==> src/design/pds_pkg.sv <==
// Shared widths and types for the proper divisor sum block.
`default_nettype none

package pds_pkg;

    localparam int NUMBER_WIDTH  = 32;
    localparam int FIELD_WIDTH   = 32;
    localparam int SUM_WIDTH     = 35;
    localparam int TRIAL_WIDTH   = NUMBER_WIDTH / 2 + 1;
    localparam int SQUARE_WIDTH  = NUMBER_WIDTH + 1;
    localparam int COUNT_WIDTH   = $clog2(NUMBER_WIDTH + 1);
    localparam int S_TDATA_WIDTH = ((FIELD_WIDTH + 7) / 8) * 8;
    localparam int RESULT_WIDTH  = 2 * SUM_WIDTH + 1;
    localparam int M_TDATA_WIDTH = ((RESULT_WIDTH + 7) / 8) * 8;

    typedef struct packed {
        logic                    done;
        logic                    exact;
        logic [NUMBER_WIDTH-1:0] quotient;
    } div_result_t;

    typedef struct packed {
        logic [SUM_WIDTH-1:0] abundance;
        logic                 is_abundant;
        logic [SUM_WIDTH-1:0] divisor_sum;
    } result_t;

endpackage

`default_nettype wire

==> src/design/proper_divisor_sum_core.sv <==
// Top level: sum of proper divisors by trial division, with abundance report.
`default_nettype none

// Takes one unsigned number per item and returns the sum of its proper
// divisors, an abundant flag and the excess of the sum over the number
// (0 and 1 give a sum of 0). One number is worked on at a time: trial
// divisors d = 2, 3, ... run while d*d <= number, and each is tested by a
// bit-serial divider that yields one quotient bit per cycle. The result
// sits in an output register, so the next number is accepted while a
// result still waits.
module proper_divisor_sum_core (
    input  wire logic                                aclk,
    input  wire logic                                aresetn,
    input  wire logic                                s_axis_tvalid,
    output      logic                                s_axis_tready,
    // [31:0] number
    input  wire logic [pds_pkg::S_TDATA_WIDTH-1:0]   s_axis_tdata,
    output      logic                                m_axis_tvalid,
    input  wire logic                                m_axis_tready,
    // [34:0] divisor_sum, [35] is_abundant, [70:36] abundance, [71] zero
    output      logic [pds_pkg::M_TDATA_WIDTH-1:0]   m_axis_tdata
);
    import pds_pkg::*;

    typedef enum logic [1:0] {
        IDLE,
        TEST,
        DIVIDE,
        FINISH
    } state_t;

    state_t                  state_reg, state_next;
    logic [NUMBER_WIDTH-1:0] num_reg, num_next;
    logic [TRIAL_WIDTH-1:0]  trial_reg, trial_next;
    logic [SQUARE_WIDTH-1:0] square_reg, square_next;
    logic [SUM_WIDTH-1:0]    total_reg, total_next;
    logic                    m_valid_reg, m_valid_next;
    result_t                 m_data_reg, m_data_next;

    logic [NUMBER_WIDTH+FIELD_WIDTH-1:0] in_ext;
    logic [NUMBER_WIDTH-1:0]             in_number;
    logic                                past_bound;
    logic                                div_start;
    div_result_t                         div_res;
    logic [SUM_WIDTH-1:0]                addend;
    logic [SUM_WIDTH+NUMBER_WIDTH-1:0]   sum_wide;
    logic [SUM_WIDTH+NUMBER_WIDTH-1:0]   num_wide;
    logic [SUM_WIDTH+NUMBER_WIDTH-1:0]   excess_wide;
    logic                                abundant;

    assign in_ext    = {{NUMBER_WIDTH{1'b0}}, s_axis_tdata[FIELD_WIDTH-1:0]};
    assign in_number = in_ext[NUMBER_WIDTH-1:0];

    assign past_bound = square_reg > {1'b0, num_reg};
    assign div_start  = (state_reg == TEST) && !past_bound;

    pds_div u_div (
        .aclk     (aclk),
        .aresetn  (aresetn),
        .start    (div_start),
        .dividend (num_reg),
        .divisor  (trial_reg),
        .result   (div_res)
    );

    // square divisor adds itself once
    assign addend = (div_res.quotient == NUMBER_WIDTH'(trial_reg))
                  ? SUM_WIDTH'(trial_reg)
                  : SUM_WIDTH'(div_res.quotient) + SUM_WIDTH'(trial_reg);

    assign sum_wide    = {{NUMBER_WIDTH{1'b0}}, total_reg};
    assign num_wide    = {{SUM_WIDTH{1'b0}}, num_reg};
    assign excess_wide = sum_wide - num_wide;
    assign abundant    = sum_wide > num_wide;

    // hold off the input while in reset
    assign s_axis_tready = aresetn && (state_reg == IDLE);

    always_comb begin
        state_next   = state_reg;
        num_next     = num_reg;
        trial_next   = trial_reg;
        square_next  = square_reg;
        total_next   = total_reg;
        m_valid_next = m_valid_reg;
        m_data_next  = m_data_reg;

        if (m_valid_reg && m_axis_tready) begin
            m_valid_next = 1'b0;
        end

        unique case (state_reg)
            IDLE: begin
                if (s_axis_tvalid) begin
                    num_next    = in_number;
                    trial_next  = TRIAL_WIDTH'(2);
                    square_next = SQUARE_WIDTH'(4);
                    total_next  = (in_number < NUMBER_WIDTH'(2)) ? '0 : SUM_WIDTH'(1);
                    state_next  = TEST;
                end
            end
            TEST: begin
                state_next = past_bound ? FINISH : DIVIDE;
            end
            DIVIDE: begin
                if (div_res.done) begin
                    if (div_res.exact) begin
                        total_next = total_reg + addend;
                    end
                    // (d+1)^2 = d^2 + 2d + 1
                    square_next = square_reg + SQUARE_WIDTH'({trial_reg, 1'b1});
                    trial_next  = trial_reg + 1'b1;
                    state_next  = TEST;
                end
            end
            FINISH: begin
                // hold until the output register is free
                if (!m_valid_reg || m_axis_tready) begin
                    m_valid_next            = 1'b1;
                    m_data_next.divisor_sum = total_reg;
                    m_data_next.is_abundant = abundant;
                    m_data_next.abundance   = abundant ? excess_wide[SUM_WIDTH-1:0] : '0;
                    state_next              = IDLE;
                end
            end
            default: begin
                state_next = IDLE;
            end
        endcase
    end

    always_ff @(posedge aclk) begin
        if (!aresetn) begin
            state_reg   <= IDLE;
            m_valid_reg <= 1'b0;
            num_reg     <= '0;
            trial_reg   <= TRIAL_WIDTH'(2);
            square_reg  <= SQUARE_WIDTH'(4);
            total_reg   <= '0;
        end else begin
            state_reg   <= state_next;
            m_valid_reg <= m_valid_next;
            num_reg     <= num_next;
            trial_reg   <= trial_next;
            square_reg  <= square_next;
            total_reg   <= total_next;
            m_data_reg  <= m_data_next;
        end
    end

    assign m_axis_tvalid = m_valid_reg;
    assign m_axis_tdata  = M_TDATA_WIDTH'(m_data_reg);

endmodule

`default_nettype wire

==> src/design/pds_div.sv <==
// Bit-serial restoring divider: one quotient bit per cycle.
`default_nettype none

module pds_div (
    input  wire logic                               aclk,
    input  wire logic                               aresetn,
    input  wire logic                               start,
    input  wire logic [pds_pkg::NUMBER_WIDTH-1:0]   dividend,
    input  wire logic [pds_pkg::TRIAL_WIDTH-1:0]    divisor,
    output pds_pkg::div_result_t                    result
);
    import pds_pkg::*;

    logic [NUMBER_WIDTH-1:0] quo_reg;
    logic [TRIAL_WIDTH-1:0]  rem_reg;
    logic [COUNT_WIDTH-1:0]  cnt_reg;
    logic                    busy_reg;
    logic                    done_reg;

    logic [TRIAL_WIDTH:0]    partial;
    logic [TRIAL_WIDTH:0]    diff;
    logic                    fits;

    // shift the next dividend bit into the partial remainder
    assign partial = {rem_reg, quo_reg[NUMBER_WIDTH-1]};
    assign diff    = partial - {1'b0, divisor};
    assign fits    = partial >= {1'b0, divisor};

    always_ff @(posedge aclk) begin
        if (!aresetn) begin
            busy_reg <= 1'b0;
            done_reg <= 1'b0;
            cnt_reg  <= '0;
        end else begin
            done_reg <= 1'b0;
            if (start) begin
                busy_reg <= 1'b1;
                cnt_reg  <= COUNT_WIDTH'(NUMBER_WIDTH);
            end else if (busy_reg) begin
                cnt_reg <= cnt_reg - 1'b1;
                if (cnt_reg == COUNT_WIDTH'(1)) begin
                    busy_reg <= 1'b0;
                    done_reg <= 1'b1;
                end
            end
        end
    end

    always_ff @(posedge aclk) begin
        if (start) begin
            quo_reg <= dividend;
            rem_reg <= '0;
        end else if (busy_reg) begin
            rem_reg <= fits ? diff[TRIAL_WIDTH-1:0] : partial[TRIAL_WIDTH-1:0];
            quo_reg <= {quo_reg[NUMBER_WIDTH-2:0], fits};
        end
    end

    assign result.done     = done_reg;
    assign result.exact    = (rem_reg == '0);
    assign result.quotient = quo_reg;

endmodule

`default_nettype wire

==> config.mk <==
export PLATFORM = sky130hd
export DESIGN_NAME = proper_divisor_sum_core
export DESIGN_NICKNAME = d
export VERILOG_FILES = /design/src/design/pds_pkg.sv /design/src/design/proper_divisor_sum_core.sv /design/src/design/pds_div.sv
export SDC_FILE = /design/constraint.sdc
export NUM_CORES = 1
export LEC_CHECK = 0
export ABC_AREA = 1
export ABC_CLOCK_PERIOD_IN_PS = 5800
export BUFFER_PORTS_ARGS = -buffer_cell sky130_fd_sc_hd__buf_4
export CELL_PAD_IN_SITES_DETAIL_PLACEMENT = 0
export CELL_PAD_IN_SITES_GLOBAL_PLACEMENT = 1
export CORE_ASPECT_RATIO = 1.4
export CORE_UTILIZATION = 41
export CTS_BUF_LIST = sky130_fd_sc_hd__clkbuf_8
export CTS_CLUSTER_DIAMETER = 40
export CTS_CLUSTER_SIZE = 30
export DETAILED_ROUTE_END_ITERATION = 6
export GPL_ROUTABILITY_DRIVEN = 1
export PLACE_DENSITY_LB_ADDON = 0.2
export SETUP_SLACK_MARGIN = 0.3
export SLEW_MARGIN = 5
export SYNTH_ARGS = -nofsm -noshare
export SYNTH_HDL_FRONTEND = slang
export SYNTH_SLANG_ARGS = --single-unit
==> constraint.sdc <==
create_clock -name aclk -period 5.8 [get_ports aclk]
set_input_delay 0.29 -clock aclk [delete_from_list [all_inputs] [get_ports aclk]]
set_output_delay 0.29 -clock aclk [all_outputs]
set_load 0.02 [all_outputs]
==> results.rst <==
.. list-table::
   :header-rows: 1

   * - Metric
     - Value
   * - Overall die area
     - 49400 sq um
   * - Leak pwr
     - 11.3 nW
   * - Async SR Flop Fraction
     - 0%
   * - Core box area
     - 47900 sq um
   * - Combinational share of power
     - ~40%
   * - Pin count of the biggest net entering global routing
     - 77
   * - Number of clock sinks
     - 248
   * - Final standard cell utilization of the core
     - 46.9%
   * - Port Buffer Count
     - between 100 and 150
   * - Part of the total power dissipated in sequential elements
     - 32.2%
   * - Number of pins exceeding their max-slew limit in the final report
     - 0
   * - Required @ worst endpoint
     - 6.28 ns
   * - Number of flip-flops under the largest register name
     - 71
   * - Total count of hold-check failures in the final report
     - 0
   * - Global-route congestion overflow total
     - 0
   * - Count of H-tree levels built during CTS
     - 2
   * - Number of search-and-repair iterations in the first detailed-routing pass
     - 6
   * - Cell types occupying the most area after synthesis
     - sky130_fd_sc_hd__nand2_1 19%, sky130_fd_sc_hd__edfxtp_1 16%, sky130_fd_sc_hd__dfxtp_1 15%
   * - Number of violations reported at the end of detailed-routing iteration 0
     - roughly 1200
   * - Slack of the critical path
     - 1.15 ns
   * - Die H
     - 263 um
   * - Internal Power
     - 3.67 mW
   * - Total CTS buffers
     - 43
   * - Final Critical Period
     - 4.65 ns
   * - Vias per std cell
     - 5.29
   * - Final wirelength
     - 76100 um
   * - First-pass GRT wire length
     - ~120000 um
   * - Count of antenna-violating nets left after detailed routing
     - 0
   * - Total via count after detailed routing
     - around 21000
   * - Headroom to the max-slew limit
     - 31.9%
   * - Post-synthesis instance area
     - 19900 sq um
   * - Actual slew at the worst max-slew pin
     - 1.02 ns
   * - Width of the die
     - 188 um
   * - Worst Setup Slack post-DPL
     - about 1.3 ns
   * - Clk slew on worst S/H paths
     - 0.09 ns
   * - Clock buffer depth
     - 3
   * - Ratio of cells with drive above 1 in the final layout
     - 8.66%
   * - Starting density of the core
     - 41.5%
   * - Proportion of synthesized chip area in sequential cells
     - 30.1%
   * - Power density relative to cell area
     - 289 nW/um^2
   * - Average cell area after synthesis
     - 6.46 sq um
   * - Highest attainable clock frequency
     - between 0.2 and 0.25 GHz
   * - Row cnt
     - 95
   * - Synthesis warning total
     - 0
   * - Max-capacitance violation count
     - 0
   * - Ratio of final minimum period to clock period
     - 80.2%
   * - Top flip-flop cell by instance count after synthesis
     - sky130_fd_sc_hd__dfxtp_1
   * - Post-synth EDFFs
     - 103
   * - Type of origin of the critical path
     - register
   * - Detailed Place HPWL
     - ~62000 um
   * - Post-synthesis to final-layout area growth
     - 13.0%
   * - Largest driver fanout on the critical path
     - 19
   * - Clk Latency, worst-skew pair
     - approximately 0.63 ns
   * - Run status
     - complete, no violations
   * - Type of the most critical hold path
     - input pin to register
   * - Placer congestion estimate
     - 1.04
   * - Final net count
     - 3401
   * - Start-to-end type of the worst setup path
     - register to register
   * - Wire length per cell after detailed routing
     - 19.6 um
   * - Post-Syn Nets
     - ~3300
   * - Flip-flop and latch count after synthesis
     - 248
   * - TritonCTS clock tree
     - done
   * - Post-cts hold buffer count
     - 27
   * - Cell with the most instances after synthesis
     - sky130_fd_sc_hd__nand2_1
   * - VDD IR-drop max
     - 0.215 mV
   * - Setup violation total in the final timing report
     - 0
   * - Net switching component of the power
     - 2.83 mW
   * - Fraction of power spent switching nets
     - between 40 and 50%
   * - Post-Place Cells
     - 3767
   * - Number of post-CTS setup repair buffers
     - 0
   * - DRC violations left
     - 0
   * - Synth Instances
     - 3077
   * - Global-route usage over all layers
     - between 30% and 40%
   * - Count of boundary I/O pins
     - 110
   * - Data arrival at the endpoint of the critical path
     - 5.13 ns
   * - Initial antenna violation count
     - 2
   * - Area share of the largest cell type after synthesis
     - 18.9%
   * - CP endpoint kind
     - register
   * - Worst clock skew
     - 0.0255 ns
   * - Clock Root Buffer
     - sky130_fd_sc_hd__clkbuf_8
   * - CTS resizes
     - 0
   * - Cell types with the highest counts after synthesis
     - 1003 x sky130_fd_sc_hd__nand2_1, 475 x sky130_fd_sc_hd__inv_1, 277 x sky130_fd_sc_hd__nor2_1
   * - Clock share of power
     - between 20 and 30%
   * - Final standard cell count with taps included and fillers excluded
     - 3875
   * - Unrepaired setup endpoints after global routing
     - no
   * - Cell accounting for the most synthesized area
     - sky130_fd_sc_hd__nand2_1
   * - Via count of the first global-routing pass
     - 20153
   * - Cell variety after synth
     - slightly below 50
   * - Total negative slack
     - 0 ns
-- cell usage in the layout, fill, tap and decap left out, types with 9 or more instances in the layout --
cell,Yosys,final
sky130_fd_sc_hd__nand2_1,1003,1003
sky130_fd_sc_hd__dfxtp_1,145,145
sky130_fd_sc_hd__edfxtp_1,103,103
sky130_fd_sc_hd__inv_6,0,11
sky130_fd_sc_hd__nand4_1,38,38
sky130_fd_sc_hd__clkbuf_8,0,47
sky130_fd_sc_hd__nor2_1,277,277
sky130_fd_sc_hd__a21oi_2,26,26
sky130_fd_sc_hd__inv_1,475,475
sky130_fd_sc_hd__xor2_1,33,33
sky130_fd_sc_hd__inv_2,10,11
sky130_fd_sc_hd__nand3_1,216,216
sky130_fd_sc_hd__o21ai_0,105,105
sky130_fd_sc_hd__a21o_1,9,9
sky130_fd_sc_hd__or2_2,13,13
sky130_fd_sc_hd__nor3_1,40,39
sky130_fd_sc_hd__a21oi_1,243,243
sky130_fd_sc_hd__dlygate4sd3_1,0,27
sky130_fd_sc_hd__ha_1,151,151
sky130_fd_sc_hd__buf_4,3,116
sky130_fd_sc_hd__nand3b_1,26,26
sky130_fd_sc_hd__xnor2_1,15,15
sky130_fd_sc_hd__o21bai_1,10,10
-- metrics by stage --
step                      cell area, sq um  power, mW  hold WS, ns
after floorplan                      19900       4.06        0.457
after CTS                            22500       6.55      0.00342
after global placement               21300       4.69        0.475
after detailed placement             21300       4.71        0.485
final                                22500       6.51       0.0583
after global routing                 22500       6.98       0.0545
-- metal layers --
layer  track usage (%)  share of wire (%)
met1              33.1                 38
met2              54.8                 49
met3              3.51                4.1
met4              22.4                8.3
met5                 0              0.017
-- layout make-up --
class	count	area, sq um
sequential	248	6000
timing repair buffer	143	1140
clock inverter	33	305
tap	630	788
fill	5104	25400
inverter	487	1830
clock buffer	47	647
antenna	1	2.50
multi-input combinational	2286	11800
-- worst max-delay path, stage by stage (launching register included) --
cell and delay (ns):
sky130_fd_sc_hd__dfxtp_1 0.59, sky130_fd_sc_hd__ha_1 0.42, sky130_fd_sc_hd__inv_1 0.15, sky130_fd_sc_hd__nand4_1 0.09
sky130_fd_sc_hd__nor2_1 0.31, sky130_fd_sc_hd__nand4_2 0.47, sky130_fd_sc_hd__inv_2 0.40, sky130_fd_sc_hd__nand2_1 0.08
sky130_fd_sc_hd__nand2_1 0.07, sky130_fd_sc_hd__ha_1 0.23, sky130_fd_sc_hd__inv_1 0.07, sky130_fd_sc_hd__fa_1 0.44
sky130_fd_sc_hd__inv_1 0.18, sky130_fd_sc_hd__nand3_1 0.09, sky130_fd_sc_hd__nand2_1 0.16, sky130_fd_sc_hd__nand2_1 0.07
sky130_fd_sc_hd__nand2_1 0.10, sky130_fd_sc_hd__nand2_1 0.06, sky130_fd_sc_hd__nand2_1 0.16, sky130_fd_sc_hd__nand2_1 0.09
sky130_fd_sc_hd__nand2_1 0.07, sky130_fd_sc_hd__nand2_1 0.04, sky130_fd_sc_hd__nand3_1 0.07, sky130_fd_sc_hd__a21oi_1 0.07
-- cell families (layout without fill, tap and decap cells) --
family | after synthesis | after routing | synth area share, %
AND/OR/NAND/NOR | 1665 | 1665 | 35.5
buffers and inverters | 543 | 710 | 10.7
AO/OA/AOI/OAI | 416 | 416 | 11.5
flip-flops | 248 | 248 | 30.1
adder cells (fa/ha/maj) | 156 | 156 | 10.0
XOR/XNOR | 48 | 48 | 2.11
other | 1 | 2 | 0.0189
-- worst paths after layout --
check	slack [ns]	startpoint	endpoint	depth (start not counted)
worst max-delay path	1.15	trial_reg[16]	total_reg[32]	23
worst min-delay path	0.06	s_axis_tdata[12]	num_reg[12]	3
worst max register to register	1.15	trial_reg[16]	total_reg[32]	23
worst min register to register	0.50	u_div.rem_reg[2]	u_div.rem_reg[2]	2
-- power by group through the flow --
stage / clock network (mW) / registers [mW] / logic [mW]
2_1_floorplan: 0 / 2.07 / 1.99
3_3_place_gp: 0 / 2.13 / 2.56
3_5_place_dp: 0 / 2.13 / 2.58
4_1_cts: 1.86 / 2.09 / 2.61
5_1_grt: 1.91 / 2.10 / 2.97
6_report: 1.81 / 2.09 / 2.61
No activity file was read; power rests on OpenSTA's default activity.
